==> config.mk <==
export PLATFORM = sky130hd
export DESIGN_NAME = incremental_pid_clamped_core
export DESIGN_NICKNAME = d
export VERILOG_FILES = /design/src/hdl/ipidc_pkg.sv /design/src/hdl/ipidc_cfg.sv /design/src/hdl/incremental_pid_clamped_core.sv
export VERILOG_INCLUDE_DIRS = /design/src /design/src/hdl
export SDC_FILE = /design/constraint.sdc
export NUM_CORES = 2
export LEC_CHECK = 0
export BUFFER_PORTS_ARGS = -buffer_cell sky130_fd_sc_hd__buf_2
export CAP_MARGIN = 10
export CORE_MARGIN = 2
export CORE_UTILIZATION = 45
export CTS_BUF_LIST = sky130_fd_sc_hd__clkbuf_8
export DETAILED_ROUTE_END_ITERATION = 16
export PLACE_DENSITY = 0.6
export SLEW_MARGIN = 10
export SYNTH_ARGS = -nofsm -noshare
export SYNTH_HDL_FRONTEND = slang
export SYNTH_HIERARCHICAL = 1
export SYNTH_SLANG_ARGS = --single-unit
export TNS_END_PERCENT = 30
==> constraint.sdc <==
create_clock -name clk -period 9 [get_ports clk]
set_clock_uncertainty 0.05 [all_clocks]
set_input_delay 0.45 -clock clk [delete_from_list [all_inputs] [get_ports clk]]
set_output_delay 0.45 -clock clk [all_outputs]
set_load 0.02 [all_outputs]
==> src/hdl/incremental_pid_clamped_core_assert.svh <==
// Assertion macros used by the incremental PID core.
`ifndef INCREMENTAL_PID_CLAMPED_CORE_ASSERT_SVH
`define INCREMENTAL_PID_CLAMPED_CORE_ASSERT_SVH

// Concurrent check clocked on the rising edge, disabled while reset is asserted.
`define IPIDC_ASSERT(lbl, clk, rst_n, prop, msg) \
	lbl: assert property (@(posedge clk) disable iff (!rst_n) (prop)) else $error(msg);

// Concurrent check that a condition never holds at a clock edge.
`define IPIDC_ASSERT_NEVER(lbl, clk, rst_n, cond, msg) \
	lbl: assert property (@(posedge clk) disable iff (!rst_n) !(cond)) else $error(msg);

`endif

==> src/hdl/ipidc_pkg.sv <==
// Package with types, register indexes and reset values of the incremental PID core.
`timescale 1ns / 1ps

package ipidc_pkg;

	localparam int ACC_WIDTH_DEF  = 32;
	localparam int MEAS_WIDTH_DEF = 16;
	localparam int REG_W          = 16;
	localparam int CFG_IDX_W      = 3;

	typedef enum logic [CFG_IDX_W-1:0] {
		REG_SETPOINT = 3'd0,
		REG_COEF_A   = 3'd1,
		REG_COEF_B   = 3'd2,
		REG_COEF_C   = 3'd3,
		REG_OUT_MAX  = 3'd4,
		REG_OUT_MIN  = 3'd5
	} reg_idx_t;

	localparam logic        [REG_W-1:0] SETPOINT_RST = 16'd9000;
	localparam logic signed [REG_W-1:0] COEF_A_RST   = 16'sd240;
	localparam logic signed [REG_W-1:0] COEF_B_RST   = -16'sd210;
	localparam logic signed [REG_W-1:0] COEF_C_RST   = 16'sd10;
	localparam logic        [REG_W-1:0] OUT_MAX_RST  = 16'd31;
	localparam logic        [REG_W-1:0] OUT_MIN_RST  = 16'd0;

	typedef struct packed {
		logic        [REG_W-1:0] setpoint;
		logic signed [REG_W-1:0] coef_a;
		logic signed [REG_W-1:0] coef_b;
		logic signed [REG_W-1:0] coef_c;
		logic        [REG_W-1:0] out_max;
		logic        [REG_W-1:0] out_min;
	} cfg_t;

endpackage

==> src/hdl/ipidc_cfg.sv <==
// Configuration register bank of the incremental PID core.
`timescale 1ns / 1ps

module ipidc_cfg
	import ipidc_pkg::*;
(
	input  logic                 clk,
	input  logic                 arst_n,
	input  logic                 cfg_valid,
	output logic                 cfg_ready,
	input  logic [CFG_IDX_W-1:0] cfg_index,
	input  logic [REG_W-1:0]     cfg_data,
	output cfg_t                 cfg
);

	cfg_t cfg_q;

	// Writes are taken in any cycle; the bank never holds a write off.
	assign cfg_ready = 1'b1;
	assign cfg       = cfg_q;

	always_ff @(posedge clk or negedge arst_n) begin
		if (!arst_n) begin
			cfg_q.setpoint <= SETPOINT_RST;
			cfg_q.coef_a   <= COEF_A_RST;
			cfg_q.coef_b   <= COEF_B_RST;
			cfg_q.coef_c   <= COEF_C_RST;
			cfg_q.out_max  <= OUT_MAX_RST;
			cfg_q.out_min  <= OUT_MIN_RST;
		end else if (cfg_valid && cfg_ready) begin
			unique case (reg_idx_t'(cfg_index))
				REG_SETPOINT: cfg_q.setpoint <= cfg_data;
				REG_COEF_A:   cfg_q.coef_a   <= signed'(cfg_data);
				REG_COEF_B:   cfg_q.coef_b   <= signed'(cfg_data);
				REG_COEF_C:   cfg_q.coef_c   <= signed'(cfg_data);
				REG_OUT_MAX:  cfg_q.out_max  <= cfg_data;
				REG_OUT_MIN:  cfg_q.out_min  <= cfg_data;
				default: begin
				end
			endcase
		end
	end

endmodule

==> src/hdl/incremental_pid_clamped_core.sv <==
// Incremental PID core: usage and handshake notes below.
// Input channel: in_valid / in_stall with one measurement per beat. Output channel:
// out_valid / out_stall with one clamped drive value per beat. A beat moves when valid
// is high and stall is low at a rising clock edge.
// Configuration: cfg_valid / cfg_ready with cfg_index and cfg_data; cfg_ready is always
// high. Registers are setpoint, coef_a, coef_b, coef_c, out_max and out_min (index 0..5);
// other indexes are ignored. Write them only while no sample is in flight.
// The accepting edge loads the error, which then passes through the products,
// accumulate and clamp registers before the drive value shows on the output port.
// Throughput: one sample per cycle without stalls. The stored accumulator feeds back
// through a single four-input add in the accumulate stage, which is what sets that rate.
// Each stage moves forward when the stage after it is empty or emptying, so bubbles
// close up and the output register holds a result while earlier stages keep filling.
// When the receiver stalls long enough to fill all four stages, in_stall rises.
// Reset clears the error history, the stored accumulator and all stage valids, and
// loads the register defaults (setpoint 9000, gains 240, -210, 10, limits 0..31).
`timescale 1ns / 1ps
`include "incremental_pid_clamped_core_assert.svh"

module incremental_pid_clamped_core
	import ipidc_pkg::*;
#(
	parameter int ACC_WIDTH  = ACC_WIDTH_DEF,
	parameter int MEAS_WIDTH = MEAS_WIDTH_DEF
) (
	input  logic                  clk,
	input  logic                  arst_n,
	input  logic                  in_valid,
	output logic                  in_stall,
	input  logic [MEAS_WIDTH-1:0] measurement,
	output logic                  out_valid,
	input  logic                  out_stall,
	output logic [REG_W-1:0]      drive,
	input  logic                  cfg_valid,
	output logic                  cfg_ready,
	input  logic [CFG_IDX_W-1:0]  cfg_index,
	input  logic [REG_W-1:0]      cfg_data
);

	localparam int ERR_W  = ((MEAS_WIDTH > REG_W) ? MEAS_WIDTH : REG_W) + 1;
	localparam int PROD_W = REG_W + ERR_W;
	localparam int SUM_W  = (ACC_WIDTH > PROD_W) ? ACC_WIDTH : PROD_W;

	cfg_t cfg;

	ipidc_cfg u_cfg (
		.clk       (clk),
		.arst_n    (arst_n),
		.cfg_valid (cfg_valid),
		.cfg_ready (cfg_ready),
		.cfg_index (cfg_index),
		.cfg_data  (cfg_data),
		.cfg       (cfg)
	);

	// Stage control
	logic vld_s1, vld_s2, vld_s3, out_valid_q;
	logic can_o, can_s3, can_s2, can_s1;
	logic move_s1, move_s2, move_s3, accept, deliver;

	assign can_o   = !out_valid_q || !out_stall;
	assign move_s3 = vld_s3 && can_o;
	assign can_s3  = !vld_s3 || can_o;
	assign move_s2 = vld_s2 && can_s3;
	assign can_s2  = !vld_s2 || can_s3;
	assign move_s1 = vld_s1 && can_s2;
	assign can_s1  = !vld_s1 || can_s2;

	assign in_stall  = !can_s1;
	assign accept    = in_valid && can_s1;
	assign deliver   = out_valid_q && !out_stall;
	assign out_valid = out_valid_q;

	always_ff @(posedge clk or negedge arst_n) begin
		if (!arst_n) begin
			vld_s1      <= 1'b0;
			vld_s2      <= 1'b0;
			vld_s3      <= 1'b0;
			out_valid_q <= 1'b0;
		end else begin
			vld_s1      <= accept  || (vld_s1 && !move_s1);
			vld_s2      <= move_s1 || (vld_s2 && !move_s2);
			vld_s3      <= move_s2 || (vld_s3 && !move_s3);
			out_valid_q <= move_s3 || (out_valid_q && !deliver);
		end
	end

	// Stage 1: error of the incoming sample
	logic signed [ERR_W-1:0] err_d, err_s1;

	assign err_d = signed'(ERR_W'(cfg.setpoint) - ERR_W'(measurement));

	always_ff @(posedge clk) begin
		if (accept) begin
			err_s1 <= err_d;
		end
	end

	// Stage 2: the three gain products, with the error history shifting as they form
	logic signed [ERR_W-1:0]  e1_q, e2_q;
	logic signed [PROD_W-1:0] prod_a_d, prod_b_d, prod_c_d;
	logic signed [PROD_W-1:0] prod_a_s2, prod_b_s2, prod_c_s2;

	assign prod_a_d = cfg.coef_a * err_s1;
	assign prod_b_d = cfg.coef_b * e1_q;
	assign prod_c_d = cfg.coef_c * e2_q;

	always_ff @(posedge clk or negedge arst_n) begin
		if (!arst_n) begin
			e1_q <= '0;
			e2_q <= '0;
		end else if (move_s1) begin
			e1_q <= err_s1;
			e2_q <= e1_q;
		end
	end

	always_ff @(posedge clk) begin
		if (move_s1) begin
			prod_a_s2 <= prod_a_d;
			prod_b_s2 <= prod_b_d;
			prod_c_s2 <= prod_c_d;
		end
	end

	// Stage 3: wrapping accumulate; the unclamped sum is kept for the next sample
	logic signed [ACC_WIDTH-1:0] prev_q, acc_d, acc_s3;
	logic signed [SUM_W-1:0]     acc_sum;

	assign acc_sum = SUM_W'(prev_q) + SUM_W'(prod_a_s2) + SUM_W'(prod_b_s2)
		+ SUM_W'(prod_c_s2);
	assign acc_d   = signed'(acc_sum[ACC_WIDTH-1:0]);

	always_ff @(posedge clk or negedge arst_n) begin
		if (!arst_n) begin
			prev_q <= '0;
		end else if (move_s2) begin
			prev_q <= acc_d;
		end
	end

	always_ff @(posedge clk) begin
		if (move_s2) begin
			acc_s3 <= acc_d;
		end
	end

	// Output stage: clamp, upper limit tested first so inverted limits favor out_max
	logic signed [ACC_WIDTH-1:0] hi_ext, lo_ext;
	logic        [REG_W-1:0]     drive_d, drive_q;

	assign hi_ext = signed'(ACC_WIDTH'(cfg.out_max));
	assign lo_ext = signed'(ACC_WIDTH'(cfg.out_min));

	always_comb begin
		priority if (acc_s3 > hi_ext) begin
			drive_d = cfg.out_max;
		end else if (acc_s3 < lo_ext) begin
			drive_d = cfg.out_min;
		end else begin
			drive_d = acc_s3[REG_W-1:0];
		end
	end

	always_ff @(posedge clk) begin
		if (move_s3) begin
			drive_q <= drive_d;
		end
	end

	assign drive = drive_q;

	// Checks
	`IPIDC_ASSERT(a_hist_shift, clk, arst_n, move_s1 |=> (e1_q == $past(err_s1)),
		"error history did not take the advancing error")
	`IPIDC_ASSERT(a_acc_store, clk, arst_n, move_s2 |=> (prev_q == acc_s3),
		"stored accumulator differs from the value sent to the clamp stage")
	`IPIDC_ASSERT(a_occupancy, clk, arst_n, (accept && !deliver) |=>
		($countones({vld_s1, vld_s2, vld_s3, out_valid_q})
		== $past($countones({vld_s1, vld_s2, vld_s3, out_valid_q})) + 1),
		"pipeline occupancy did not grow by one on an input beat")
	`IPIDC_ASSERT_NEVER(a_no_overrun, clk, arst_n, vld_s3 && !can_s3 && move_s2,
		"stage two overwrote a held accumulate result")

endmodule

* Word-level counts from Yosys, hierarchy flattened
Index checks and enable logic that the tools add are counted.
** Storage, ports and cells
- Register bits :: 327
- Input port bits :: 40
- Output and inout port bits :: 19
- Word-level logic and storage cells :: 69
** Operators by class
- Add/sub/neg operators :: 4
- Multiply operators :: 3
- $lt $le $gt $ge :: 2
- Equality and inequality tests :: 5
- Multiplexer cells :: 2
- Reduce and logical (&&, ||, !) cells :: 34
** Operator list (number)
- 32-bit adder :: 3
- 16-bit by 17-bit multiplier with 32-bit output :: 3
- 32-bit by 17-bit greater-than comparator with 1-bit output :: 1
- 32-bit by 17-bit < comparator with 1-bit output :: 1
- 16-bit 2-to-1 mux :: 2
- 16-bit by 16-bit subtractor with 17-bit output :: 1
- 2-bit AND reduction :: 6
- 1-bit logical NOT :: 10
- 1-bit logical AND :: 9
- 1-bit logical OR :: 8
- 3-bit by 2-bit equality test with 1-bit output (second input constant) :: 2
- 3-bit equality test (second input constant) :: 2
- 3-bit by 1-bit equality test with 1-bit output (second input constant) :: 1
- 3-bit logical NOT :: 1

* Logic depth before layout (Yosys ltp)
- Depth in word-level cells :: 8
- Mapped depth :: 25
- Depth with buffers taken out :: 23

* Hierarchy
The synthesis kept the hierarchy.
** Modules (own cells, without submodules)
- incremental_pid_clamped_core :: instances 1, cells each 4182, area an instance 42045.3 um2, sequential area each 6586.3 um2
- ipidc_cfg :: instances 1, cells each 210, area an instance 3724.8 um2, sequential area each 2437.3 um2

* Worst setup path after synthesis
No wires, ideal clock.
- Path type :: flip-flop to flip-flop
- Start :: reg u_cfg.cfg_q (netlist bit u_cfg/cfg[33])
- End :: reg prod_c_s2[31], data pin
- Setup time :: 0.260 ns
- Arrival :: 6.354 ns
- Data required time :: 8.690 ns
- Slack :: 2.336 ns
- Stages on the path, launching flop included :: 24
- Buffers on the path :: 1
- Period minus slack after synthesis :: 6.664 ns
- Cell sequence :: dfstp_2 -> clkbuf_1 -> nand2_1 -> inv_1 -> fa_1 -> inv_1 -> fa_1 -> inv_1 -> fa_1 -> fa_1 -> fa_1 -> inv_1 -> fa_1 -> inv_1 -> ha_1 -> o21ai_0 -> nand2_1 -> o21ai_0 -> a31oi_1 -> nor4_1 -> nor3_1 -> a2111oi_0 -> a21oi_1 -> xnor2_1
** Between the ends
- Word-level cells in the longest chain between the ends :: 1
** Ends and longest elaborated chain
- start: declaration :: RTL line ipidc_cfg.sv:16 : cfg_t cfg_q;
- 16-bit by 17-bit multiplier with 32-bit output :: RTL line incremental_pid_clamped_core.sv:106 : assign prod_c_d = cfg.coef_c * e2_q;
- named net prod_c_d[31] :: RTL line incremental_pid_clamped_core.sv:101 : logic signed [PROD_W-1:0] prod_a_d, prod_b_d, prod_c_d;
- end signal: assignment :: RTL line incremental_pid_clamped_core.sv:122 : prod_c_s2 <= prod_c_d;
- end: declaration :: RTL line incremental_pid_clamped_core.sv:102 : logic signed [PROD_W-1:0] prod_a_s2, prod_b_s2, prod_c_s2;
The timed path passes the listed nets, and every way through them passes these cells.
A chain may end at the register's enable or synchronous reset.

* Worst setup path after layout
- Start :: reg e2_q[16]
- End :: reg prod_c_s2[31], data pin
** Between the ends
- Word-level cells in the longest chain between the ends :: 1
** Ends and longest elaborated chain
- start: declaration :: RTL line incremental_pid_clamped_core.sv:100 : logic signed [ERR_W-1:0] e1_q, e2_q;
- start signal: assignment :: RTL line incremental_pid_clamped_core.sv:114 : e2_q <= e1_q;
- 16-bit by 17-bit multiplier with 32-bit output :: RTL line incremental_pid_clamped_core.sv:106
- named net prod_c_d[31] :: RTL line incremental_pid_clamped_core.sv:101
The timed path passes the listed nets, and every way through them passes these cells.

==> impl.org <==
** Clock tree
- Clock-pin slew reported for the worst setup and hold paths after clock tree synthesis :: roughly 0.060 ns
- The number of clock buffers added by TritonCTS is 57.
- The clock passes through at most 3 buffers.
- Clock tree from TritonCTS :: built
- CTS placed an instance of clkbuf_8 at the clock tree root.
- Number of H-tree levels :: 2
- Worst-Skew Late Latency :: about 0.70 ns
- For this design, the sink count on the clock tree is 327.

** Min path
- Worst hold path class :: in2reg

** STA
- RSZ-0062 raised after global routing :: no
- Final Hold Violating Endpoints :: 0
- Subtracting the final worst setup slack from the clock period gives 7.45 ns.
- Maximum clock frequency :: about 130 MHz
- For the pin with the worst max-slew slack, the measured transition is roughly 1.2 ns.
- Final-report setup violation count :: 0
- Dividing the final minimum period by the clock period gives between 80 and 90%.
- Sum of negative setup slack :: 0 ns
- Number of pins with negative max-slew slack in the final report :: 0
- Max-slew headroom at the worst pin :: 19.8%

** Floorplanning
- Floorplan core area :: about 100000 um2
- Site row count :: about 120
- Total Die Area :: approximately 100000 um2
- Initial core utilization :: a little under half
- I/O pin total :: 59
- Measured along the y axis, the die boundary spans 323 um.
- Overall die width :: approximately 320 um

** Placed design
- Detailed placement finished with a half-perimeter wire length of between 90000 and 100000 um.
- At the end of routability-driven placement, the weighted congestion stood at 0.880.
- Standard cell area after detailed placement :: 47400 um2
- Buffers placed on the I/O ports in this run total 57.

** Setup path
- Delay of the slowest cell on the worst path :: 0.75 ns
- The most numerous cell type found on the critical path is fa_1.
- Required arrival time at the worst endpoint :: between 9 and 10 ns
- Cell with the largest stage delay on the worst path :: fa_1
- Arrival time of data at the critical path endpoint :: just under 8 ns
- STA classifies the critical path endpoint as a flip-flop.
- Crit-path max FO :: 18
- Traced cell by cell, the critical path runs through nand2_1 -> inv_1 -> fa_1 -> inv_1 -> fa_1 -> inv_1 -> fa_1 -> fa_1 -> fa_1 -> inv_1 -> fa_1 -> inv_1 -> ha_1 -> o21ai_0 -> nand2_1 -> o21ai_0 -> a31oi_1 -> nor4_1 -> nor3_1 -> a2111oi_0 -> a21oi_1 -> xnor2_1.
- Critical path type :: reg2reg
- STA classifies the critical path startpoint as a flip-flop.

** Global routing
- First-pass GRT wire length :: about 180000 um
- Initial antenna violation count :: 12
- Total Routing Usage GR :: a little under a quarter
- Entering global routing, the biggest net connects slightly below 80 pins.
- The via count of the first global-routing pass came to between 30000 and 40000.
- Overflow after GRT :: 0

** Yosys
- Summed over its instances, the top area cell type makes up 38.2% of the synthesized netlist area.
- The synthesized design contains around 160 enable-type register cells.
- Synth cell types :: between 70 and 80
- Top cells by instance count after synthesis :: inv_1 (957), fa_1 (873), nand2_1 (458)
- After synthesis the netlist holds a flip-flop and latch count of ~330.
- Synthesis handed over a netlist of 4392 instances.
- Synthesis produced a netlist with a net count of 5629.
- After synthesis the cells add up to 45800 um2.
- Top-count cell post-synth :: inv_1
- Fraction of registers with async set or reset after synthesis :: about half
- Most area-hungry cell type in the Yosys netlist :: fa_1
- Part of the Yosys area used for sequential elements :: around 20%
- Largest cells by area after synthesis :: fa_1 (38%), edfxtp_1 (11%), ha_1 (8.9%)
- In this run the mean area of a mapped cell was roughly 10 um2.
- The most used flip-flop cell after synthesis is edfxtp_1.
- Synth warnings :: 6

** Routing
- For this block, the via count after detailed routing is a little under 30000.
- Remaining antenna violation count :: 0
- In this run, the number of DRC markers left after iteration 0 of detailed routing was roughly 1700.
- First-pass iteration count of the detailed router :: 5
- Routed wire per std cell :: ~20 um
- Total routed wirelength :: about 110000 um
- Detailed routing placed a total of between 50000 and 60000 um of wire on met2.
- Summed over all nets, wire length on met3 after detailed routing comes to 5380 um.
- Sum of routed wire segments on met1 :: between 40000 and 50000 um
- The highest metal layer carrying signal wires in the routed design is met5.
- DR vias/cell :: between 5 and 6
- In the routed design, unresolved DRC markers number 0.

** Finish
- Syn-to-layout area delta :: 6.53%
- At the end of the flow, the number of nets in the layout was ~5600.
- In the final layout, the share of cells above drive strength 1 is 8.68%.
- Final instance area :: 48800 um2

** Flow run
- Reported max-cap violation count :: 0

** Outcome
- The flow ran to the end, and the final reports show no timing, DRC or antenna violations.
## through the flow
step	util, %	setup slack [ns]	hold slack [ns]	instances
floorplan	-	2.34	0.104	4392
global placement	47.2	1.68	0.424	5694
detailed placement	47.2	1.60	0.434	5694
CTS	48.5	1.58	0.139	5805
finish	48.5	1.55	0.173	5812
global route	48.5	0.897	0.149	5807
## critical path: cells and delay by family, from the launching register on
family | cells | cell delay, ns
compound gates | 5 | 1.32
simple gates | 4 | 0.83
fa+ha+maj | 7 | 3.60
flops | 1 | 0.61
buf+inv | 5 | 0.61
xor+xnor | 1 | 0.16
## timing repair
item,CTS,global route
resized for setup,0,0
setup buffers,0,0
endpoints found under the hold margin,69,0
hold buffers,3,0
## cells in the final DEF, fill, tap and decap left out, types with 17 or more instances in the layout
cell type,netlist,layout
inv_1,957,962
buf_4,1,25
o21a_1,21,21
nor2_1,104,104
nand2_1,458,458
mux2_2,161,161
and2_1,380,380
xor2_1,29,29
dfstp_2,28,28
xnor2_1,131,131
a31oi_1,17,17
o21ai_0,69,69
clkbuf_8,0,66
buf_2,4,56
dfrtp_1,138,138
nand3_1,29,29
a21o_1,49,49
ha_1,324,324
edfxtp_1,161,161
mux2i_1,30,30
fa_1,873,873
a21oi_1,106,106
nand2b_1,31,31
nor3_1,25,25
## logic make-up (layout without fill, tap and decap cells)
logic type | Yosys count | in the layout | synth area share [%]
other | 1 | 8 | 0.00819
and+or+nand+nor | 1082 | 1082 | 11.7
DFF | 327 | 327 | 19.7
xor gates and xnor gates | 160 | 160 | 3.06
buffers and inverters | 1094 | 1150 | 9.13
AOI/OAI and AO/OA | 339 | 339 | 4.70
muxes | 192 | 192 | 4.64
adders and majority gates | 1197 | 1197 | 47.0
## cell type report
cell class / count / area (um2)
Fill cell: 9457 / 51700
Multi-Input combinational cell: 2971 / 32600
Sequential cell: 327 / 9020
Inverter: 957 / 3590
Tap cell: 1357 / 1700
Clock buffer: 65 / 895
Timing Repair Buffer: 85 / 512
Clock inverter: 43 / 444
Antenna cell: 7 / 17.5
## registers in the layout, indices dropped and copies added (netlist names)
signal and cells:
e1_q 17, vld_s1 1, prod_b_s2 32, prod_a_s2 32, e2_q 17, out_valid 1, prev_q 32, vld_s3 1
prod_c_s2 32, drive 16, vld_s2 1, acc_s3 32, err_s1 17, u_cfg/cfg 96
## routing by layer
metal  track usage, %  vias to the layer above
met5                0                        -
met4             5.09                        2
met3             2.78                      139
met2             39.6                      613
met1             31.5                    15600
li1                 -                    13500
## worst paths after layout
check                                startpoint                         to  slack, ns  cells after the start
max                        e2_q[16]$_DFFE_PN0P_    prod_c_s2[31]$_DFFE_PP_       1.55                     22
min                              measurement[0]        err_s1[0]$_DFFE_PP_       0.17                      3
max reg2reg                e2_q[16]$_DFFE_PN0P_    prod_c_s2[31]$_DFFE_PP_       1.55                     22
min reg2reg                    vld_s3$_DFF_PN0_        out_valid$_DFF_PN0_       0.44                      1
max in group asynchronous                arst_n     prev_q[23]$_DFFE_PN0P_       7.15                      3
min in group asynchronous                arst_n  u_cfg/cfg[44]$_DFFE_PN0P_       0.31                      2
Power is not shown: default switching activity piles up to over one toggle a cycle in this logic, so the estimate is an artifact.
